$ cat src/rtl/utf16_to_utf8_transcoder_assert.svh
// ----------------------------------------------------------------------------
// UTF-16 to UTF-8 transcoder assertion macros
// Implication checks shared by the transcoder modules.
// ----------------------------------------------------------------------------
`ifndef UTF16_TO_UTF8_TRANSCODER_ASSERT_SVH
`define UTF16_TO_UTF8_TRANSCODER_ASSERT_SVH

`ifndef ASSERT_OFF

`define UTT_ASSERT_IMP(lbl, clk, rst, ante, cons, msg) \
  lbl: assert property (@(posedge clk) disable iff (rst) (ante) |-> (cons)) \
    else $error(msg);

`define UTT_ASSERT_NEXT(lbl, clk, rst, ante, cons, msg) \
  lbl: assert property (@(posedge clk) disable iff (rst) (ante) |=> (cons)) \
    else $error(msg);

`else

`define UTT_ASSERT_IMP(lbl, clk, rst, ante, cons, msg)

`define UTT_ASSERT_NEXT(lbl, clk, rst, ante, cons, msg)

`endif

`endif

$ cat src/rtl/utt_pkg.sv
// ----------------------------------------------------------------------------
// UTF-16 to UTF-8 transcoder package
// Job record passed from front to back, queue sizing and UTF-8 encoding.
// ----------------------------------------------------------------------------
package utt_pkg;

  localparam int unsigned CpW     = 21;
  localparam int unsigned QDepth  = 4;
  localparam int unsigned QPtrW   = $clog2(QDepth);
  localparam int unsigned QCntW   = $clog2(QDepth + 1);

  localparam logic [5:0]     HighTag     = 6'h36;
  localparam logic [5:0]     LowTag      = 6'h37;
  localparam logic [10:0]    PairOffset  = 11'h040;
  localparam logic [CpW-1:0] Replacement = 21'h00FFFD;
  localparam logic [CpW-1:0] Lim1        = 21'h000080;
  localparam logic [CpW-1:0] Lim2        = 21'h000800;
  localparam logic [CpW-1:0] Lim3        = 21'h010000;
  localparam logic [7:0]     Lead2       = 8'hC0;
  localparam logic [7:0]     Lead3       = 8'hE0;
  localparam logic [7:0]     Lead4       = 8'hF0;
  localparam logic [7:0]     ContTag     = 8'h80;

  typedef struct packed {
    logic           pre_fffd;
    logic           has_cp;
    logic [CpW-1:0] cp;
    logic           last;
  } job_t;

  function automatic logic [2:0] utf8_len(input logic [CpW-1:0] cp);
    logic [2:0] n;
    if (cp < Lim1) n = 3'd1;
    else if (cp < Lim2) n = 3'd2;
    else if (cp < Lim3) n = 3'd3;
    else n = 3'd4;
    return n;
  endfunction

  function automatic logic [7:0] utf8_byte(input logic [CpW-1:0] cp, input logic [1:0] k);
    logic [7:0] b;
    b = 8'h00;
    if (cp < Lim1) begin
      b = cp[7:0];
    end else if (cp < Lim2) begin
      case (k)
        2'd0:    b = Lead2 | {3'b000, cp[10:6]};
        default: b = ContTag | {2'b00, cp[5:0]};
      endcase
    end else if (cp < Lim3) begin
      case (k)
        2'd0:    b = Lead3 | {4'b0000, cp[15:12]};
        2'd1:    b = ContTag | {2'b00, cp[11:6]};
        default: b = ContTag | {2'b00, cp[5:0]};
      endcase
    end else begin
      case (k)
        2'd0:    b = Lead4 | {5'b00000, cp[20:18]};
        2'd1:    b = ContTag | {2'b00, cp[17:12]};
        2'd2:    b = ContTag | {2'b00, cp[11:6]};
        default: b = ContTag | {2'b00, cp[5:0]};
      endcase
    end
    return b;
  endfunction

endpackage

$ cat src/rtl/utf16_to_utf8_transcoder.sv
// ----------------------------------------------------------------------------
// UTF-16 to UTF-8 transcoder
// Converts a stream of UTF-16 code units into a stream of UTF-8 bytes.
// ----------------------------------------------------------------------------
// Input channel: in_valid/in_ready with code_unit and last_unit; last_unit
// marks the final unit of a string and flushes any pending high surrogate.
// Output channel: out_valid/out_ready with out_byte, run_end on the last byte
// caused by one input unit, and string_end on the final byte of a string.
// Each accepted unit yields 0 to 6 bytes: a held high surrogate yields none,
// an ordinary unit 1 to 3, a surrogate pair 4, unpaired surrogates EF BF BD.
// A unit's job passes the queue and the emitter's current-job register before its first byte is registered out.
// Throughput: one byte per cycle while the receiver accepts, set by the single
// output register; a 4-entry job queue lets units keep arriving while earlier
// bytes drain.
// Reset clears the pending surrogate, the queue and the output register.
// When the receiver stalls, the output byte holds, the emitter holds, and
// in_ready drops once the job queue is full.
// ----------------------------------------------------------------------------
module utf16_to_utf8_transcoder (
  input  logic        clk,
  input  logic        rst,
  input  logic        in_valid,
  output logic        in_ready,
  input  logic [15:0] code_unit,
  input  logic        last_unit,
  output logic        out_valid,
  input  logic        out_ready,
  output logic [7:0]  out_byte,
  output logic        run_end,
  output logic        string_end
);
  import utt_pkg::*;

  logic q_push;
  logic q_pop;
  logic q_full;
  logic q_empty;
  job_t q_in;
  job_t q_head;

  utt_front u_front (
    .clk       (clk),
    .rst       (rst),
    .in_valid  (in_valid),
    .in_ready  (in_ready),
    .code_unit (code_unit),
    .last_unit (last_unit),
    .q_full    (q_full),
    .q_push    (q_push),
    .q_data    (q_in)
  );

  utt_queue u_queue (
    .clk       (clk),
    .rst       (rst),
    .push      (q_push),
    .push_data (q_in),
    .pop       (q_pop),
    .full      (q_full),
    .empty     (q_empty),
    .head      (q_head)
  );

  utt_back u_back (
    .clk        (clk),
    .rst        (rst),
    .q_empty    (q_empty),
    .q_head     (q_head),
    .q_pop      (q_pop),
    .out_valid  (out_valid),
    .out_ready  (out_ready),
    .out_byte   (out_byte),
    .run_end    (run_end),
    .string_end (string_end)
  );

endmodule

$ cat src/rtl/utt_front.sv
// ----------------------------------------------------------------------------
// UTF-16 to UTF-8 transcoder front end
// Accepts code units, pairs surrogates and queues one encoding job per unit that yields bytes.
// ----------------------------------------------------------------------------
module utt_front (
  input  logic          clk,
  input  logic          rst,
  input  logic          in_valid,
  output logic          in_ready,
  input  logic [15:0]   code_unit,
  input  logic          last_unit,
  input  logic          q_full,
  output logic          q_push,
  output utt_pkg::job_t q_data
);
  import utt_pkg::*;

  logic       held_valid;
  logic [9:0] held_bits;
  logic       accept;
  logic       is_high;
  logic       is_low;
  logic       pair;
  logic [10:0] pair_hi;

  assign in_ready = !q_full;
  assign accept   = in_valid && in_ready;
  assign is_high  = (code_unit[15:10] == HighTag);
  assign is_low   = (code_unit[15:10] == LowTag);
  assign pair     = held_valid && is_low;
  assign pair_hi  = {1'b0, held_bits} + PairOffset;

  always_comb begin
    q_data.last     = last_unit;
    q_data.pre_fffd = held_valid && !is_low;
    q_data.has_cp   = 1'b1;
    q_data.cp       = {5'b00000, code_unit};
    if (pair) begin
      q_data.cp = {pair_hi, code_unit[9:0]};
    end else if (is_high) begin
      q_data.has_cp = last_unit;
      q_data.cp     = Replacement;
    end else if (is_low) begin
      q_data.cp = Replacement;
    end
  end

  assign q_push = accept && (q_data.pre_fffd || q_data.has_cp);

  always_ff @(posedge clk) begin
    if (rst) begin
      held_valid <= 1'b0;
      held_bits  <= 10'd0;
    end else if (accept) begin
      if (!pair && is_high && !last_unit) begin
        held_valid <= 1'b1;
        held_bits  <= code_unit[9:0];
      end else begin
        held_valid <= 1'b0;
        held_bits  <= 10'd0;
      end
    end
  end

endmodule

$ cat src/rtl/utt_queue.sv
// ----------------------------------------------------------------------------
// UTF-16 to UTF-8 transcoder job queue
// Small register FIFO that decouples the front end from the byte emitter.
// ----------------------------------------------------------------------------
`include "utf16_to_utf8_transcoder_assert.svh"

module utt_queue (
  input  logic          clk,
  input  logic          rst,
  input  logic          push,
  input  utt_pkg::job_t push_data,
  input  logic          pop,
  output logic          full,
  output logic          empty,
  output utt_pkg::job_t head
);
  import utt_pkg::*;

  job_t             slots [QDepth];
  logic [QPtrW-1:0] wptr;
  logic [QPtrW-1:0] rptr;
  logic [QCntW-1:0] count;

  assign full  = (count == QCntW'(QDepth));
  assign empty = (count == '0);
  assign head  = slots[rptr];

  always_ff @(posedge clk) begin
    if (push) begin
      slots[wptr] <= push_data;
    end
  end

  always_ff @(posedge clk) begin
    if (rst) begin
      wptr  <= '0;
      rptr  <= '0;
      count <= '0;
    end else begin
      if (push) wptr <= wptr + 1'b1;
      if (pop) rptr <= rptr + 1'b1;
      case ({push, pop})
        2'b10:   count <= count + 1'b1;
        2'b01:   count <= count - 1'b1;
        default: count <= count;
      endcase
    end
  end

  `UTT_ASSERT_IMP(a_no_overflow, clk, rst, push, !full, "push into full queue")
  `UTT_ASSERT_IMP(a_no_underflow, clk, rst, pop, !empty, "pop from empty queue")
  `UTT_ASSERT_NEXT(a_count_push, clk, rst, push && !pop, count == $past(count) + 1'b1,
                   "queue count did not advance on push")

endmodule

$ cat src/rtl/utt_back.sv
// ----------------------------------------------------------------------------
// UTF-16 to UTF-8 transcoder back end
// Pops jobs and emits their UTF-8 bytes through an output register, one per cycle while the receiver accepts.
// ----------------------------------------------------------------------------
`include "utf16_to_utf8_transcoder_assert.svh"

module utt_back (
  input  logic          clk,
  input  logic          rst,
  input  logic          q_empty,
  input  utt_pkg::job_t q_head,
  output logic          q_pop,
  output logic          out_valid,
  input  logic          out_ready,
  output logic [7:0]    out_byte,
  output logic          run_end,
  output logic          string_end
);
  import utt_pkg::*;

  job_t       cur;
  logic       cur_valid;
  logic [2:0] idx;
  logic [2:0] pre_n;
  logic [2:0] cp_n;
  logic [2:0] total;
  logic [2:0] k;
  logic       in_pre;
  logic       at_end;
  logic       out_free;
  logic       step;
  logic [7:0] byte_sel;

  assign pre_n    = cur.pre_fffd ? 3'd3 : 3'd0;
  assign cp_n     = cur.has_cp ? utf8_len(cur.cp) : 3'd0;
  assign total    = pre_n + cp_n;
  assign k        = idx - pre_n;
  assign in_pre   = cur.pre_fffd && (idx < 3'd3);
  assign byte_sel = in_pre ? utf8_byte(Replacement, idx[1:0]) : utf8_byte(cur.cp, k[1:0]);
  assign at_end   = (idx == total - 3'd1);
  assign out_free = !out_valid || out_ready;
  assign step     = cur_valid && out_free;
  assign q_pop    = !q_empty && (!cur_valid || (step && at_end));

  always_ff @(posedge clk) begin
    if (rst) begin
      cur_valid <= 1'b0;
      idx       <= 3'd0;
      out_valid <= 1'b0;
    end else begin
      if (step) out_valid <= 1'b1;
      else if (out_ready) out_valid <= 1'b0;
      if (q_pop) begin
        cur_valid <= 1'b1;
        idx       <= 3'd0;
      end else if (step) begin
        if (at_end) cur_valid <= 1'b0;
        else idx <= idx + 3'd1;
      end
    end
  end

  always_ff @(posedge clk) begin
    if (q_pop) cur <= q_head;
    if (step) begin
      out_byte   <= byte_sel;
      run_end    <= at_end;
      string_end <= at_end && cur.last;
    end
  end

  `UTT_ASSERT_IMP(a_idx_range, clk, rst, cur_valid, idx < total, "byte index past job end")
  `UTT_ASSERT_IMP(a_end_order, clk, rst, out_valid && string_end, run_end,
                  "string end without run end")
  `UTT_ASSERT_IMP(a_job_nonempty, clk, rst, cur_valid, total != 3'd0, "empty job in emitter")

endmodule

$ cat config.mk
export PLATFORM = sky130hd
export DESIGN_NAME = utf16_to_utf8_transcoder
export DESIGN_NICKNAME = d
export VERILOG_FILES = /design/src/rtl/utt_pkg.sv /design/src/rtl/utf16_to_utf8_transcoder.sv /design/src/rtl/utt_front.sv /design/src/rtl/utt_queue.sv /design/src/rtl/utt_back.sv
export VERILOG_INCLUDE_DIRS = /design/src /design/src/rtl
export SDC_FILE = /design/constraint.sdc
export NUM_CORES = 1
export LEC_CHECK = 0
export BUFFER_PORTS_ARGS = -buffer_cell sky130_fd_sc_hd__buf_4
export CORE_MARGIN = 3
export CORE_UTILIZATION = 40
export CTS_CLUSTER_DIAMETER = 200
export CTS_CLUSTER_SIZE = 20
export DETAILED_ROUTE_END_ITERATION = 8
export PLACE_DENSITY_LB_ADDON = 0.12
export SYNTH_ARGS = -nofsm -noshare
export SYNTH_HDL_FRONTEND = slang
export SYNTH_SLANG_ARGS = --single-unit
$ cat constraint.sdc
create_clock -name clk -period 14.3 [get_ports clk]
set_clock_uncertainty 0.2 [all_clocks]
set_input_delay 2.86 -clock clk [delete_from_list [all_inputs] [get_ports clk]]
set_output_delay 2.86 -clock clk [all_outputs]
set_load 0.01 [all_outputs]
== Word level (Yosys, flattened, before mapping) ==
Memory sizes are Yosys's and may differ from the RTL's. A register that Yosys moved wholly into a read port is not among the register bits.
Index checks and enable logic that the tools add are counted.

* Register bits after elaboration: 33
* Bits in latches: 0
* Memory bits (writable): 96
* ROM bits: 0
* Bits of input ports: 21
* Logic and storage cells: 94
* Memories: 1

* Add/subtract/negate cells: 9
* $mul: 0
* Div/mod/pow operators: 0
* Order comparisons: 4
* Equal/unequal tests: 9
* Shift operators: 0
* Multiplexer cells: 28
* Bitwise logic cells: 1
* Reduce and logical (&&, ||, !) cells: 31

{| class="wikitable"
|+ Memories
! name !! words !! bits a word !! read ports !! clocked after Yosys merged registers in !! write ports !! line !! text
|-
| u_queue.slots || 4 || 24 || 1 || 1 || 1 || utt_queue.sv:19 || <nowiki>job_t slots [QDepth];</nowiki>
|}

{| class="wikitable"
|+ Operators by type and width
! cell !! number
|-
| $mux 16 || 2
|-
| $mux 8 || 4
|-
| $pmux 7 s2 || 2
|-
| $lt 21x12->1 const B || 1
|-
| $lt 21x17->1 const B || 1
|-
| $lt 21x8->1 const B || 1
|-
| $mux 21 || 1
|-
| $pmux 7 s3 || 1
|-
| $eq 6x6->1 const B || 2
|-
| $mux 3 || 4
|-
| $add 10x7->11 const B || 1
|-
| $logic_and 1x1->1 || 11
|-
| $mux 1 || 10
|-
| $mux 10 || 1
|-
| $reduce_bool 2->1 || 4
|-
| $logic_not 1->1 || 7
|-
| $mux 7 || 1
|-
| $add 3x1->3 const B || 2
|-
| $eq 2x1->1 const B || 3
|-
| $pmux 3 s2 || 1
|-
| $sub 3x1->3 const B || 2
|-
| $add 2x1->2 const B || 2
|-
| $eq 2x2->1 const B || 2
|-
| $logic_not 2->1 || 2
|-
| 11 further kinds || 14
|}

== Logic depth before layout (Yosys ltp) ==
Gate-level depths: netlist of run 1.

* Depth after elaboration: 13
* Gate-level depth with buffers: 17
* Gate-level depth less buffers: 17

== Hierarchy ==
A second synthesis of run 1 with hierarchy kept.

* Cell total of the unflattened synthesis: 428
* Area, all modules: 6673.9 µm²

{| class="wikitable"
|+ By module, submodules not included
! module !! times used !! cells each !! area each (µm²) !! sequential area each (µm²)
|-
| utt_queue || 1 || 173 || 3937.5 || 3062.9
|-
| utt_back || 1 || 181 || 2058.2 || 1121.1
|-
| utt_front || 1 || 74 || 678.2 || 220.2
|}

== Least setup slack after synthesis of run 1 ==
OpenSTA, ideal clock, no wires.

* Path type: input to register
* From: in out_ready
* To: reg u_queue.count[2]
* Library setup time: 0.070 ns
* Arrival: 5.191 ns
* Data required time: 14.030 ns
* Setup slack: 8.839 ns
* Cell stages on the path: 9
* Cells stage by stage: nand2b_1 nand4_1 o22ai_2 ha_1 inv_1 fa_1 xor2_1 or3_1 a21oi_1

* Cells in the longest elaborated chain, start to end: 7

{| class="wikitable"
|+ RTL lines
! element !! line !! text
|-
| start: declaration || utf16_to_utf8_transcoder.sv:27 || <nowiki>input logic out_ready,</nowiki>
|-
| $logic_or 1x1->1 * || utt_back.sv:41 || <nowiki>assign out_free = !out_valid || out_ready;</nowiki>
|-
| $logic_and 1x1->1 * || utt_back.sv:42 || <nowiki>assign step = cur_valid && out_free;</nowiki>
|-
| $logic_and 1x1->1 * || utt_back.sv:43 || <nowiki>assign q_pop = !q_empty && (!cur_valid || (step && at_end));</nowiki>
|-
| $logic_or 1x1->1 * || utt_back.sv:43 ||
|-
| $logic_and 1x1->1 * || utt_back.sv:43 ||
|-
| net q_pop || utf16_to_utf8_transcoder.sv:35 || <nowiki>logic q_pop;</nowiki>
|-
| $eq 2x1->1 / $eq 2x2->1 (equally long branches) || utt_queue.sv:42 || <nowiki>case ({push, pop})</nowiki>
|-
| $pmux 3 s2 / $reduce_bool 2->1 (equally long branches) || - ||
|-
| end signal: assignment || utt_queue.sv:43 || <nowiki>2'b10: count <= count + 1'b1;</nowiki>
|-
| end signal: assignment || utt_queue.sv:44 || <nowiki>2'b01: count <= count - 1'b1;</nowiki>
|-
| end signal: assignment || utt_queue.sv:45 || <nowiki>default: count <= count;</nowiki>
|-
| end: declaration || utt_queue.sv:22 || <nowiki>logic [QCntW-1:0] count;</nowiki>
|}

Mark *: on every way through the listed nets, which the timed path passes. The rest lies on a longest branch.
A chain may end at the register's enable or synchronous reset.

==> reports/metrics.yaml, run 1 <==
setup_path:
  cpMostUsedCell: "inv_1"
  crit_arrival_ns: 5.40
  worst-path-max-fanout: 12
  cp-startpoint: "code_unit[13]"
  critPathCaptureType: "flop"
  r2r.worst_path.cells: 17
  crit_type: "input port to flop"
  timing.rr.start: "u_back.cur[19]$_DFFE_PP_"
  crit_chain: "buf_4 > and4b_1 > and3_1 > inv_1 > o21a_1 > inv_1 > ha_1 > inv_1 > fa_1 > xor2_1 > or3_1 > a21oi_1"
  required_ns: 14.45
  cp_slowest_cell: "and3_1"
  critical_path.max_stage_delay_ns: 0.40
  startpoint_type: "input port"
min_path:
  worstHoldPathType: "flop to flop"
  hold_path_depth: 2
  hold_start: "u_front.held_bits[0]$_SDFFE_PP0P_"
sta:
  min_period_ns: 5.243
  final_hold_viol_count: 0
  tightest_slew_ns: 0.9798
  setup_viol: 0
  layout_setup_ws_ns: 9.057
  slew_headroom_pct: 34.68
  setup_tns_ns: 0
  finalCritPeriodShare_pct: 36.66
  drv_slew: 0
  fmax_ghz: 0.1907
  rsz0062_at_grt: "no"
  hold_slack_ns: 0.2625
grt:
  overflow: 0
  antenna_found_initial: 0
  grt_pass1_wl_microns: 21140
  grt.total_usage_pct: 15.68
  grt_pass1_vias: 3800
  grt_max_degree: 29
place:
  portBuffers: 32
  pre_cts_ws_ns: 8.629
  gp_congestion: 0.8522
  hpwl_microns: 8840
layout:
  fin_nets: 511
  drive_gt1_share_pct: 22.95
  multi_input_area_sq_um: 2036
  antenna_cells: 0
  fillers: 1455
  synthToLayoutAreaGrowth_pct: 17.23
  regArea_sq_um: 4365
yosys:
  yosysMostFrequentCell: "edfxtp_1"
  syn_area_per_cell_sq_um: 15.05
  ys_ff_latch: 153
  yosysTopAreaCell: "edfxtp_1"
  synth_edf_count: 130
  netlist_area_sq_um: 6564
  synthArstFlopShare_pct: 0
  synth.distinct_cells: 61
  synth_fp_nets: 472
  synth_area_leaders: "edfxtp_1 59%, mux4_2 8.2%, dfxtp_1 7.0%"
  synth_flop_cell: "edfxtp_1"
  netlist.area_leader.share_pct: 59.47
  synthTopCellsByCount: "130 x edfxtp_1, 27 x nand2_1, 26 x nor2_1"
  synth_seq_area_share_pct: 66.49
  yosysWarnings: 0
  postSynthCellCount: 436
clocking:
  post-cts-setup-buffers: 0
  clk_pin_slew_ns: 0.06
  clockBufferDepth: 2
  numCtsBuffers: 17
  clock_sinks: 153
  cts_resized: 0
  clk_latency_ns: 0.42
  tritoncts: "built"
  ctsHoldBuffers: 0
  h-tree-depth: 4
  cts-root-buf: "clkbuf_16"
detailed_routing:
  drt_first_pass_iters: 4
  vias: 3693
  ant_nets: 0
  wl_microns: 13230
  drt_iter0_drc: 258
  route.detailed.drc: 0
  route.detailed.wl_per_inst_microns: 18.79
  viasPerCell: 5.246
die:
  die_h_microns: 134.1
  ios: 33
  core_sq_um: 16000
  num_rows: 46
  die_x_microns: 134.1
  die-area_sq_um: 17980
  start_util_pct: 41.02
power_and_ir_drop:
  cellPowerDensity_nw_per_um2: 215.1
  p_leak_uw: 0.002591
  vdd_drop_max_mv: 0.1101
job:
  drv_cap: 0
outcome:
  outcome: "completed"
-- layer usage --
layer	global-route usage (%)	wire, microns	up-vias
li1	-	-	1752
met1	21.37	6291	1854
met2	24.45	6259	69
met3	3.413	418	18
met4	6.844	257	0
met5	0	0	-
-- power by group --
group	total, uW	leakage [uW]	internal (uW)	switching [uW]
combinational	491	0.000876	206	285
clock	494	0.000320	324	170
sequential	670	0.00139	609	61.5
total	1660	0.00259	1140	517
-- cells in the final DEF, fill, tap and decap left out, drive strengths merged, types with 3 or more instances in the layout --
cell	count
mux4	24
o211ai	4
o22a	3
nor2	27
nand2	28
or3	6
o31a	4
clkinv	3
o21ai	10
mux2	7
buf	39
clkbuf	21
ha	14
o22ai	3
a21oi	20
nand4	3
nand3	24
nand2b	10
xor2	4
and2	9
nor2b	3
xnor2	8
dfxtp	23
inv	19
edfxtp	130
bufinv	5
nor3	3
-- registers in the layout, summed over array words and instances (netlist names), 2 cells and up --
| signal | count |
|---|---|
| u_queue.slots | 96 |
| u_back.cur | 24 |
| u_front.held_bits | 10 |
| u_back.out_byte | 8 |
| u_back.idx | 3 |
| u_queue.count | 3 |
| u_queue.rptr | 2 |
| u_queue.wptr | 2 |
-- worst max-delay path: cells and delay by family --
family / cells / cell delay, ns
AOI/OAI and AO/OA: 2 / 0.40
xor gates and xnor gates: 1 / 0.16
adders and majority gates: 2 / 0.57
buffers and inverters: 4 / 0.44
and+or+nand+nor: 3 / 0.94
-- path summary, 6_finish.rpt --
check,slack (ns),end
max reg2reg,9.60,u_queue.count[2]$_SDFFE_PP0P_
max,9.06,u_queue.count[2]$_SDFFE_PP0P_
min,0.26,u_front.held_bits[0]$_SDFFE_PP0P_
min reg2reg,0.26,u_front.held_bits[0]$_SDFFE_PP0P_
-- per-stage QoR --
step,cell area [sq um],total power (uW),cells,utilization (%)
after floorplan,6564,1033,436,-
after global placement,7032,1171,672,43.95
after detailed placement,7032,1175,672,43.95
after CTS,7695,1672,704,48.09
after global routing,7695,1750,704,48.09
final,7695,1655,704,48.09
-- logic make-up (layout without fill, tap and decap cells) --
group	after synthesis	in the layout	share of synthesized area, %
flops	153	153	66.49
xor+xnor	13	13	2.078
buf+inv	37	89	2.497
fa+ha+maj	15	15	2.974
compound gates	64	64	6.863
simple gates	122	122	9.512
mux	32	32	9.588
-- layout make-up --
class,count,area share [%]
clock inverters,11,2.504
repair buffers,39,3.805
multi-input cells,246,26.46
clock buffers,21,6.114
inverters,18,0.8780
flip-flops and latches,153,56.73
well taps,216,3.512
No activity file was read; power rests on OpenSTA's default activity.
==> run 2: changes to the inputs <==
==> constraint.sdc (replaced) <==
create_clock -name clk -period 5.15 [get_ports clk]
set_clock_uncertainty 0.2 [all_clocks]
set_input_delay 1.03 -clock clk [delete_from_list [all_inputs] [get_ports clk]]
set_output_delay 1.03 -clock clk [all_outputs]
set_load 0.01 [all_outputs]
==> reports/metrics.yaml, run 2 (synthesis gave the netlist of run 1 again) <==
outcome:
  outcome: "completed"
power_and_ir_drop:
  p_clk_share_pct: 28.7
  p_comb_share_pct: 30.4
  cellPowerDensity_nw_per_um2: 592.9
  seqPwrFrac_pct: 40.9
  p_leak_uw: 0.002573
  vdd_drop_max_mv: 0.2396
  switching_share_pct: 31.50
  p_sw_uw: 1430
  power.internal_uw: 3109
die:
  die-area_sq_um: 17980
  num_rows: 46
  core_sq_um: 16000
  die_h_microns: 134.1
  die_x_microns: 134.1
  start_util_pct: 41.02
  ios: 33
grt:
  grt_pass1_wl_microns: 21250
  grt.total_usage_pct: 15.76
  grt_max_degree: 29
  antenna_found_initial: 0
  grt_pass1_vias: 3777
  overflow: 0
sta:
  min_period_ns: 4.211
  setup_viol: 0
  tightest_slew_ns: 1.001
  hold_slack_ns: 0.2518
  fmax_ghz: 0.2375
  rsz0062_at_grt: "no"
  setup_tns_ns: 0
  finalCritPeriodShare_pct: 81.77
  slew_headroom_pct: 33.24
  drv_slew: 0
  layout_setup_ws_ns: 0.9389
  final_hold_viol_count: 0
setup_path:
  crit_type: "flop to flop"
  worst-path-max-fanout: 8
  cp_slowest_cell: "or3_1"
  crit_chain: "or3_1 > nor2_1 > o211ai_1 > ha_1 > inv_1 > ha_1 > xnor2_1 > xnor2_1 > xnor2_2 > o22ai_2 > ha_1 > inv_1 > fa_1 > xor2_1 > or3_1 > a21oi_1"
  cpMostUsedCell: "ha_1"
  crit_arrival_ns: 4.35
  critPathCaptureType: "flop"
  ff2ff_setup_slack_ns: 0.94
  critical_path_buf_inv_count: 2
  required_ns: 5.29
  critical_path.max_stage_delay_ns: 0.52
  path_delay_family: "adder cells"
  startpoint_type: "flop"
detailed_routing:
  viasPerCell: 5.246
  ant_nets: 0
  vias: 3693
  drt_first_pass_iters: 5
  route.detailed.drc: 0
  drt_iter0_drc: 278
  route.detailed.wl_per_inst_microns: 18.73
  wl_microns: 13190
layout:
  synthToLayoutAreaGrowth_pct: 16.62
  fin_nets: 511
  layout_common_cells: "130 x edfxtp_1, 39 x buf_4, 27 x nand2_1"
  largest-register: "u_queue.slots"
  drive_gt1_share_pct: 22.13
  largest_register_ffs: 96
  final_cells: 704
  final_common_cell: "edfxtp_1"
  finalInstanceArea_sq_um: 7655
  antenna_cells: 0
  largest_registers: "u_queue.slots x96, u_back.cur x24, u_front.held_bits x10"
clocking:
  clk_latency_ns: 0.41
  cts_resized: 0
  post-cts-setup-buffers: 0
  numCtsBuffers: 17
  h-tree-depth: 4
  clockBufferDepth: 2
  cts-root-buf: "clkbuf_16"
  tritoncts: "built"
  ctsHoldBuffers: 0
  clk_pin_slew_ns: 0.06
  clock_sinks: 153
place:
  portBuffers: 32
  hpwl_microns: 9043
  place_area_sq_um: 7032
  place_inst: 672
  gp_congestion: 0.8690
  pre_cts_ws_ns: 0.9603
job:
  drv_cap: 0
min_path:
  worstHoldPathType: "flop to flop"
==> run 2: metrics by stage <==
step                total power, uW  utilization (%)
floorplan                      2868                -
global placement               3278            43.95
detailed placement             3278            43.95
CTS                            4582            47.84
global route                   4814            47.84
finish                         4539            47.84
==> run 2: cell type report <==
cell class / count / area [sq um]
fill: 1450 / 8346
clock buffer: 24 / 481.7
clock inverter: 8 / 141.4
tap: 216 / 270.3
inverter: 18 / 67.56
multi-input combinational: 246 / 2036
sequential: 153 / 4365
timing repair buffer: 39 / 292.8
==> run 2: power groups by stage <==
stage | Clock (uW) | Sequential, uW | Combinational (uW)
after floorplan | 0 | 1820 | 1050
after global placement | 0 | 1880 | 1400
after detailed placement | 0 | 1890 | 1390
after CTS | 1330 | 1860 | 1390
after global routing | 1390 | 1900 | 1530
final | 1300 | 1860 | 1380
==> run 2: worst paths after layout <==
kind / start / end / depth (start not counted)
setup / recovery: u_back.cur[18]$_DFFE_PP_ / u_queue.count[2]$_SDFFE_PP0P_ / 16
hold / removal: u_front.held_bits[2]$_SDFFE_PP0P_ / u_front.held_bits[2]$_SDFFE_PP0P_ / 2
setup reg to reg: u_back.cur[18]$_DFFE_PP_ / u_queue.count[2]$_SDFFE_PP0P_ / 16
hold reg to reg: u_front.held_bits[2]$_SDFFE_PP0P_ / u_front.held_bits[2]$_SDFFE_PP0P_ / 2
==> run 2: worst min-delay path, cell delays in order, from the launching register on <==
cell     delay (ns)
dfxtp_1        0.31
nand2_1        0.05
a21oi_1        0.05
==> run 2: metal layers <==
layer	GRT usage, %	wire length, microns	share of wire [%]	vias up
met5	0	0	0	-
met4	4.751	210	1.6	0
met3	3.901	375	2.8	18
met2	25.97	6485	49	66
met1	20.86	6115	46	1856
li1	-	-	-	1753
